[src/hw/rtl/rcl_pkg.sv]
// Shared types, codes and sizes for the relay card command link.
// No dependencies; used by every module of the block.
package rcl_pkg;

   // Number of cards held in the port cache (addresses 1 to CARDS).
   localparam int CARDS      = 8;
   localparam int CARD_IDX_W = (CARDS > 1) ? $clog2(CARDS) : 1;

   // Input item operations
   localparam logic OP_COMMAND = 1'b0;
   localparam logic OP_RX_BYTE = 1'b1;

   // Result item kinds
   localparam logic KIND_TX     = 1'b0;
   localparam logic KIND_REPORT = 1'b1;

   // Command codes that touch the port cache
   localparam logic [7:0] CMD_GET_PORT   = 8'd2;
   localparam logic [7:0] CMD_SET_PORT   = 8'd3;
   localparam logic [7:0] CMD_SET_BITS   = 8'd6;
   localparam logic [7:0] CMD_CLEAR_BITS = 8'd7;

   // The card echoes the command inverted
   localparam logic [7:0] ECHO_MASK = 8'hFF;

   // Reply status codes
   localparam logic [1:0] ST_OK       = 2'd0;
   localparam logic [1:0] ST_BAD_ECHO = 2'd1;
   localparam logic [1:0] ST_BAD_SUM  = 2'd2;

   // Command being served
   typedef struct packed {
      logic [7:0] cmd;
      logic [7:0] addr;
      logic [7:0] data;
   } pending_type;

   // Completed reply handed to the cache stage
   typedef struct packed {
      logic [7:0] cmd;
      logic [7:0] addr;
      logic [7:0] data;
      logic [7:0] reply2;
      logic [1:0] status;
   } check_type;

   // Completion report from the cache stage
   typedef struct packed {
      logic [1:0] status;
      logic [7:0] reply_data;
      logic [7:0] cached_port;
   } report_type;

endpackage

[src/hw/rtl/rcl_front.sv]
// Front end: pending command registers, reply byte collection and frame check.
// Depends on rcl_pkg.
module rcl_front (
   input  logic                clock,
   input  logic                reset,
   input  logic                in_accept,
   input  logic                operation,
   input  logic [7:0]          command_code,
   input  logic [7:0]          card_address,
   input  logic [7:0]          data_byte,
   input  logic [7:0]          rx_byte,
   output rcl_pkg::pending_type pend,
   output logic                check_go,
   output rcl_pkg::check_type  check
);

   rcl_pkg::pending_type pend_ff;
   logic                 awaiting_ff;
   logic [1:0]           count_ff;
   logic [7:0]           reply_ff [3];
   logic                 is_cmd;
   logic                 is_rx;
   logic [1:0]           status_in;

   assign is_cmd   = in_accept && (operation == rcl_pkg::OP_COMMAND);
   assign is_rx    = in_accept && (operation == rcl_pkg::OP_RX_BYTE) && awaiting_ff;
   assign check_go = is_rx && (count_ff == 2'd3);
   assign pend     = pend_ff;

   // Frame check on the fourth byte; a bad echo wins over a bad checksum
   always_comb begin
      priority if (reply_ff[0] != (pend_ff.cmd ^ rcl_pkg::ECHO_MASK)) begin
         status_in = rcl_pkg::ST_BAD_ECHO;
      end else if ((reply_ff[0] ^ reply_ff[1] ^ reply_ff[2]) != rx_byte) begin
         status_in = rcl_pkg::ST_BAD_SUM;
      end else begin
         status_in = rcl_pkg::ST_OK;
      end
   end

   assign check.cmd    = pend_ff.cmd;
   assign check.addr   = pend_ff.addr;
   assign check.data   = pend_ff.data;
   assign check.reply2 = reply_ff[2];
   assign check.status = status_in;

   // Command and reply progress
   always_ff @(posedge clock) begin
      if (reset) begin
         pend_ff     <= '0;
         awaiting_ff <= 1'b0;
         count_ff    <= 2'd0;
      end else if (is_cmd) begin
         pend_ff.cmd  <= command_code;
         pend_ff.addr <= card_address;
         pend_ff.data <= data_byte;
         awaiting_ff  <= 1'b1;
         count_ff     <= 2'd0;
      end else if (is_rx) begin
         if (count_ff == 2'd3) begin
            awaiting_ff <= 1'b0;
            count_ff    <= 2'd0;
         end else begin
            count_ff <= count_ff + 2'd1;
         end
      end
   end

   // First three reply bytes, no reset needed
   always_ff @(posedge clock) begin
      if (is_rx && (count_ff != 2'd3)) begin
         reply_ff[count_ff] <= rx_byte;
      end
   end

   a_count_needs_reply: assert property (@(posedge clock) disable iff (reset)
      (count_ff != 2'd0) |-> awaiting_ff)
      else $error("reply byte count set while no reply is awaited");

   a_cmd_restarts: assert property (@(posedge clock) disable iff (reset)
      is_cmd |=> (awaiting_ff && (count_ff == 2'd0)))
      else $error("command did not restart reply collection");

   a_check_closes: assert property (@(posedge clock) disable iff (reset)
      check_go |=> !awaiting_ff)
      else $error("reply still awaited after frame check");

endmodule

[src/hw/rtl/rcl_port_cache.sv]
// Port cache: synchronous memory of relay states with read-modify-write stage.
// Depends on rcl_pkg.
module rcl_port_cache (
   input  logic                clock,
   input  logic                reset,
   input  logic                check_go,
   input  rcl_pkg::check_type  check,
   input  logic                advance,
   output logic                report_valid,
   output rcl_pkg::report_type report
);

   logic [7:0]                     mem [rcl_pkg::CARDS];
   logic [rcl_pkg::CARDS-1:0]      written_ff;
   logic [7:0]                     rd_data_ff;
   logic                           rd_written_ff;
   logic                           s1_valid_ff;
   rcl_pkg::check_type             s1_check_ff;
   logic                           s1_addr_ok_ff;
   logic [rcl_pkg::CARD_IDX_W-1:0] s1_idx_ff;
   logic                           addr_ok;
   logic [7:0]                     addr_m1;
   logic [rcl_pkg::CARD_IDX_W-1:0] rd_idx;
   logic [7:0]                     cur;
   logic [7:0]                     new_in;
   logic                           upd;
   logic                           wr_en;

   // Cards are numbered from one
   assign addr_ok = (check.addr != 8'd0) && (check.addr <= 8'(rcl_pkg::CARDS));
   assign addr_m1 = check.addr - 8'd1;
   assign rd_idx  = addr_m1[rcl_pkg::CARD_IDX_W-1:0];

   // Read port, registered
   always_ff @(posedge clock) begin
      if (check_go && addr_ok) begin
         rd_data_ff    <= mem[rd_idx];
         rd_written_ff <= written_ff[rd_idx];
      end
   end

   // Stage registers for the transaction being completed
   always_ff @(posedge clock) begin
      if (check_go) begin
         s1_check_ff   <= check;
         s1_addr_ok_ff <= addr_ok;
         s1_idx_ff     <= rd_idx;
      end
   end

   always_ff @(posedge clock) begin
      if (reset) begin
         s1_valid_ff <= 1'b0;
      end else if (check_go) begin
         s1_valid_ff <= 1'b1;
      end else if (advance) begin
         s1_valid_ff <= 1'b0;
      end
   end

   // Unwritten entries read as zero
   assign cur = (s1_addr_ok_ff && rd_written_ff) ? rd_data_ff : 8'd0;

   // New relay state by command
   always_comb begin
      upd    = (s1_check_ff.status == rcl_pkg::ST_OK);
      new_in = cur;
      unique case (s1_check_ff.cmd)
         rcl_pkg::CMD_GET_PORT:   new_in = s1_check_ff.reply2;
         rcl_pkg::CMD_SET_PORT:   new_in = s1_check_ff.data;
         rcl_pkg::CMD_SET_BITS:   new_in = cur | s1_check_ff.data;
         rcl_pkg::CMD_CLEAR_BITS: new_in = cur & ~s1_check_ff.data;
         default:                 upd    = 1'b0;
      endcase
   end

   assign wr_en = s1_valid_ff && advance && upd && s1_addr_ok_ff;

   // Write back when the report leaves
   always_ff @(posedge clock) begin
      if (wr_en) begin
         mem[s1_idx_ff] <= new_in;
      end
   end

   always_ff @(posedge clock) begin
      if (reset) begin
         written_ff <= '0;
      end else if (wr_en) begin
         written_ff[s1_idx_ff] <= 1'b1;
      end
   end

   assign report_valid       = s1_valid_ff;
   assign report.status      = s1_check_ff.status;
   assign report.reply_data  = s1_check_ff.reply2;
   assign report.cached_port = !s1_addr_ok_ff ? 8'd0 : (upd ? new_in : cur);

   a_no_overlap: assert property (@(posedge clock) disable iff (reset)
      check_go |-> !s1_valid_ff)
      else $error("cache lookup issued while previous one still held");

   a_rw_apart: assert property (@(posedge clock) disable iff (reset)
      wr_en |-> !check_go)
      else $error("cache read and write in the same cycle");

   a_held_stable: assert property (@(posedge clock) disable iff (reset)
      (s1_valid_ff && !advance) |=> (s1_valid_ff && $stable(report.cached_port)))
      else $error("held report changed");

endmodule

[src/hw/rtl/relay_card_command_link.sv]
// Top level of the relay card command link: transmit sequencer and result register.
// Depends on rcl_pkg, rcl_front and rcl_port_cache.
//
// Usage:
// The req_ channel takes one transaction per item: a command (operation 0)
// or one received reply byte (operation 1). The rsp_ channel returns the
// result items from one output register, so the receiver may stall freely.
// A command gives four transmit bytes (command, address, data, XOR of the
// three), the fourth marked with rsp_last. Reply bytes are collected; the
// fourth one gives a single report with status, reply data and the cached
// relay state of the card. Reply bytes with no command outstanding give
// nothing.
// Order: a taken command loads the transmit sequencer, which feeds the output
// register; the fourth reply byte starts the cache read in its cycle, the cache
// stage holds the report, and write back happens as it enters the output register.
// Flow: a new command is taken only once the last transmit byte of the one before
// enters the single output register; reply bytes one per cycle while the sequencer
// is not busy; the fourth holds input off until the cache stage hands on the report.
// Reset clears the pending command, the reply state and the whole port cache
// at once (per-entry written flags). A stalled rsp_ channel holds the current
// result and, once the sequencer or cache stage is full, drops req_ready.
module relay_card_command_link (
   input  logic       clock,
   input  logic       reset,
   input  logic       req_valid,
   output logic       req_ready,
   input  logic       req_operation,
   input  logic [7:0] req_command_code,
   input  logic [7:0] req_card_address,
   input  logic [7:0] req_data_byte,
   input  logic [7:0] req_rx_byte,
   output logic       rsp_valid,
   input  logic       rsp_ready,
   output logic       rsp_kind,
   output logic [7:0] rsp_tx_byte,
   output logic [1:0] rsp_status,
   output logic [7:0] rsp_reply_data,
   output logic [7:0] rsp_cached_port,
   output logic       rsp_last
);

   rcl_pkg::pending_type pend;
   rcl_pkg::check_type   check;
   rcl_pkg::report_type  report;
   logic                 check_go;
   logic                 report_valid;
   logic                 advance;
   logic                 in_accept;
   logic                 out_free;
   logic                 is_cmd;
   logic [2:0]           tx_cnt_ff;
   logic [7:0]           tx_sel;
   logic                 rsp_valid_ff;
   logic                 rsp_kind_ff;
   logic [7:0]           rsp_tx_byte_ff;
   logic [1:0]           rsp_status_ff;
   logic [7:0]           rsp_reply_data_ff;
   logic [7:0]           rsp_cached_port_ff;
   logic                 rsp_last_ff;

   // Handshake
   assign out_free  = !rsp_valid_ff || rsp_ready;
   assign req_ready = !report_valid &&
                      ((tx_cnt_ff == 3'd0) || ((tx_cnt_ff == 3'd1) && out_free));
   assign in_accept = req_valid && req_ready;
   assign is_cmd    = in_accept && (req_operation == rcl_pkg::OP_COMMAND);
   assign advance   = report_valid && out_free;

   rcl_front u_front (
      .clock        (clock),
      .reset        (reset),
      .in_accept    (in_accept),
      .operation    (req_operation),
      .command_code (req_command_code),
      .card_address (req_card_address),
      .data_byte    (req_data_byte),
      .rx_byte      (req_rx_byte),
      .pend         (pend),
      .check_go     (check_go),
      .check        (check)
   );

   rcl_port_cache u_cache (
      .clock        (clock),
      .reset        (reset),
      .check_go     (check_go),
      .check        (check),
      .advance      (advance),
      .report_valid (report_valid),
      .report       (report)
   );

   // Transmit byte for the current sequencer count
   always_comb begin
      unique case (tx_cnt_ff)
         3'd4:    tx_sel = pend.cmd;
         3'd3:    tx_sel = pend.addr;
         3'd2:    tx_sel = pend.data;
         3'd1:    tx_sel = pend.cmd ^ pend.addr ^ pend.data;
         default: tx_sel = 8'd0;
      endcase
   end

   // Transmit sequencer and output valid
   always_ff @(posedge clock) begin
      if (reset) begin
         tx_cnt_ff    <= 3'd0;
         rsp_valid_ff <= 1'b0;
      end else begin
         if (out_free) begin
            rsp_valid_ff <= report_valid || (tx_cnt_ff != 3'd0);
         end
         if (is_cmd) begin
            tx_cnt_ff <= 3'd4;
         end else if (out_free && !report_valid && (tx_cnt_ff != 3'd0)) begin
            tx_cnt_ff <= tx_cnt_ff - 3'd1;
         end
      end
   end

   // Output payload
   always_ff @(posedge clock) begin
      if (out_free) begin
         if (report_valid) begin
            rsp_kind_ff        <= rcl_pkg::KIND_REPORT;
            rsp_tx_byte_ff     <= 8'd0;
            rsp_status_ff      <= report.status;
            rsp_reply_data_ff  <= report.reply_data;
            rsp_cached_port_ff <= report.cached_port;
            rsp_last_ff        <= 1'b1;
         end else begin
            rsp_kind_ff        <= rcl_pkg::KIND_TX;
            rsp_tx_byte_ff     <= tx_sel;
            rsp_status_ff      <= rcl_pkg::ST_OK;
            rsp_reply_data_ff  <= 8'd0;
            rsp_cached_port_ff <= 8'd0;
            rsp_last_ff        <= (tx_cnt_ff == 3'd1);
         end
      end
   end

   assign rsp_valid       = rsp_valid_ff;
   assign rsp_kind        = rsp_kind_ff;
   assign rsp_tx_byte     = rsp_tx_byte_ff;
   assign rsp_status      = rsp_status_ff;
   assign rsp_reply_data  = rsp_reply_data_ff;
   assign rsp_cached_port = rsp_cached_port_ff;
   assign rsp_last        = rsp_last_ff;

   a_report_alone: assert property (@(posedge clock) disable iff (reset)
      report_valid |-> (tx_cnt_ff == 3'd0))
      else $error("report pending while transmit bytes remain");

   a_cmd_loads_seq: assert property (@(posedge clock) disable iff (reset)
      is_cmd |=> (tx_cnt_ff == 3'd4))
      else $error("command did not load the transmit sequencer");

   a_seq_range: assert property (@(posedge clock) disable iff (reset)
      tx_cnt_ff <= 3'd4)
      else $error("transmit sequencer out of range");

endmodule

[config.mk]
export PLATFORM = sky130hd
export DESIGN_NAME = relay_card_command_link
export DESIGN_NICKNAME = d
export VERILOG_FILES = /design/src/hw/rtl/rcl_pkg.sv /design/src/hw/rtl/rcl_front.sv /design/src/hw/rtl/rcl_port_cache.sv /design/src/hw/rtl/relay_card_command_link.sv
export SDC_FILE = /design/constraint.sdc
export NUM_CORES = 1
export LEC_CHECK = 0
export BUFFER_PORTS_ARGS = -buffer_cell sky130_fd_sc_hd__buf_2
export CORE_MARGIN = 4
export CORE_UTILIZATION = 60
export CTS_CLUSTER_DIAMETER = 80
export DETAILED_ROUTE_END_ITERATION = 16
export PLACE_DENSITY = 0.8
export SYNTH_ARGS = -nofsm -noshare
export SYNTH_HDL_FRONTEND = slang
export SYNTH_SLANG_ARGS = --single-unit
[constraint.sdc]
create_clock -name clock -period 4.1 [get_ports clock]
set_input_delay 0.205 -clock clock [delete_from_list [all_inputs] [get_ports clock]]
set_output_delay 0.205 -clock clock [all_outputs]
set_load 0.01 [all_outputs]
==> metrics <==
most area-consuming cells after synthesis edfxtp_1 54%, dfxtp_1 9.3%, mux4_2 4.7%; # DRC 0; PortBufs 66; Bufs and invs on worst path 2; Hold Slack 0.01665 ns; Slew Limit Fails 0; count leader, synth edfxtp_1; RSZ-0062 raised after global routing no; WP data arrival between 2 and 3 ns; Setup CP Type reg2out; vias 5509; final setup violation count 0; Final nets 728; clock slew at the register clock pins of the worst setup and hold paths 0.07 ns; initial antenna violation count 0; EDFF count, synth 155; Ports 67; Worst-Margin Slew 1.139 ns; H-tree Lvls 4; clock root buffer master clkbuf_16; total power draw 5022 uW; Slowest Stage Delay on Critical Path between 0.6 and 0.7 ns; ANT cells 0; CTS Buf Count 17; Logic pwr share 0.185; Die ar. 16300 um^2; peak supply drop around 0.30 mV; Syn Inst Count 624; cell taking the most area after synthesis edfxtp_1; Routed Antenna Nets 0; Die H 127.7 um; share of the yosys chip area belonging to registers 0.6346; R2R setup slack 1.35 ns; critical path depth 5; Worst Setup EP req_ready; row count 43; critical path launch point rsp_valid; R2R cell count 6; Synth top area share 0.5415; worst-skew pair later-pin latency 0.43 ns; Final Skew 0.01027 ns; Sink Count 195; Final Cycle Share 0.6970; Post-Route WL 18.34 mm; largest net degree at the start of global routing 54; core box area 13930 um^2; CP max FO 15; Setup crit end kind output port; post-CTS setup repair buffer count 0; initial core utilization 0.6169; max-capacitance violation count 0; worst hold path class in2reg; Tot GR Track Use 0.2317; critical path's slowest cell a21oi_2; asr flop ratio synth 0; synthesized area ~8600 um^2; Reg power frac 0.469; Hold-fix buffers, CTS 3; vias in the first global route 5238; RePlAce Congestion around 0.91; top post-synthesis cells by count 155 x edfxtp_1, 47 x a21oi_1, 43 x xnor2_1; TritonRoute pass-1 iters 6; Clk pwr share 0.346; Leakage Power 0.003291 uW; status finished, final reports clean; # resized after CTS 0; predominant post-synthesis flop cell edfxtp_1; global-route wire length before repair 28.53 mm; DP HPWL 12.77 mm; crit start category register; Die X between 100 and 150 um; Seq cells post-synth between 150 and 200; Crit Reg-Reg Startpoint rsp_valid; Slew headroom 0.2324; Syn Nets 672; Fmax 349.9 MHz; share of layout cells above drive strength 1 0.2035; Area Overhead vs Synth 13.06%; WL/cell 21.01 um; synth unique cells 46; Final TNS setup 0 ns; Via density 6.310; remaining global-route overflow 0; Worst Path Required 3.89 ns; CTS max path bufs 2; final hold vios 0; Fillers 932; switching share of power 0.2743; internal power 3645 uW; CTS tree done; Period minus WS final 2.858 ns; NetSw 1378 uW; pwr dens 516.8 nW/um^2; mean post-synth cell area between 10 and 15 um^2; family with the most delay on the worst path simple AND/OR/NAND/NOR gates; reg-to-reg endpoint tx_cnt_ff[1]; number of DRC markers in iteration 0 624; YS warnings 0; worst path cell trace nor2b_1 > inv_1 > a21oi_2 > nor3_1 > buf_2
## layer usage
layer / routed length, um / global-route usage / vias up
met4: 445 / 0.09114 / 0
met5: 0 / 0 / -
li1: - / - / 2502
met3: 1309 / 0.05292 / 34
met1: 7991 / 0.3394 / 2739
met2: 8594 / 0.3413 / 234
## cells by family after synthesis
kind of cell,synth area share
AO/OA/AOI/OAI,0.09797
XOR/XNOR,0.05298
adder cells (fa/ha/maj),0.01601
buffers and inverters,0.02605
flip-flops,0.6346
multiplexers,0.06827
AND/OR/NAND/NOR,0.1041
## power groups by stage
| stage | Combinational, uW | Clock (uW) | Sequential [uW] |
|---|---|---|---|
| final | 930 | 1740 | 2360 |
| after global routing | 1010 | 1850 | 2360 |
| after CTS | 918 | 1760 | 2350 |
| after detailed placement | 910 | 0 | 2400 |
| after global placement | 885 | 0 | 2390 |
| after floorplan | 629 | 0 | 2400 |
## worst min path at each step
stage | endpoint | depth (start not counted) | from | slack (ns)
3_5_place_dp | u_front.reply_ff[0][2] | 1 | req_rx_byte[2] | 0.44
5_1_grt | u_front.reply_ff[1][5] | 1 | req_rx_byte[5] | 0.003
4_1_cts | u_front.reply_ff[0][3] | 1 | req_rx_byte[3] | 0.002
2_1_floorplan | tx_cnt_ff[1] | 1 | reset | 0.29
3_3_place_gp | u_front.reply_ff[0][1] | 1 | req_rx_byte[1] | 0.44
6_report | u_front.reply_ff[1][4] | 1 | req_rx_byte[4] | 0.02
## cell type report
cell class                      count  area, um^2  area share
Sequential cell                   195        5455      0.5613
Clock inverter                     13       182.7     0.01880
Clock buffer                       19       442.9     0.04558
Multi-Input combinational cell    374        2920      0.3005
Inverter                           11       41.29    0.004249
Tap cell                          180       225.2     0.02317
Timing Repair Buffer               81       450.4     0.04635
## sequential cells by signal, indices dropped and copies added, names as in the netlist
name / count
u_front.check: 24
u_cache.written_ff: 8
u_front.reply_ff: 24
u_cache.s1_idx_ff: 3
rsp_status: 2
u_cache.s1_addr_ok_ff: 1
rsp_valid: 1
u_cache.rd_data_ff: 8
tx_cnt_ff: 3
u_cache.s1_check_ff: 16
u_cache.mem: 64
rsp_reply_data: 8
rsp_tx_byte: 8
u_cache.report_valid: 1
u_cache.rd_written_ff: 1
rsp_cached_port: 8
u_front.awaiting_ff: 1
u_front.count_ff: 2
u_cache.report: 10
rsp_kind: 1
rsp_last: 1
## placed cells by master, fill, tap and decap left out, drive strengths merged, types with 10 or more instances in the layout
master	synthesis	routed
clkbuf	34	19
a21oi	47	47
nand2b	10	10
edfxtp	155	155
nor4	10	10
nand3	10	10
o31ai	25	25
nand2	16	16
nand4b	24	24
and2	12	12
o21ai	10	10
xnor2	43	43
ha	11	11
mux4	18	18
buf	10	78
nor2	30	30
inv	11	12
dfxtp	40	40
## metrics by stage
step | std cells | setup WS [ns] | cell area [um^2] | util
finish | 873 | 1.242 | 9718 | 0.6974
global route | 873 | 1.038 | 9718 | 0.6974
CTS | 873 | 1.247 | 9718 | 0.6974
detailed placement | 838 | 1.416 | 9062 | 0.6504
global placement | 838 | 1.576 | 9062 | 0.6504
floorplan | 624 | 1.170 | 8596 | -
## worst reg2reg max path, stage by stage, from the launching register on
cell	delay [ns]
dfxtp_1	0.32
nor2b_1	0.61
inv_1	0.34
a21oi_2	0.64
buf_4	0.34
nor3_1	0.10
a2111oi_0	0.29
Power figures use the tool's default switching activity.
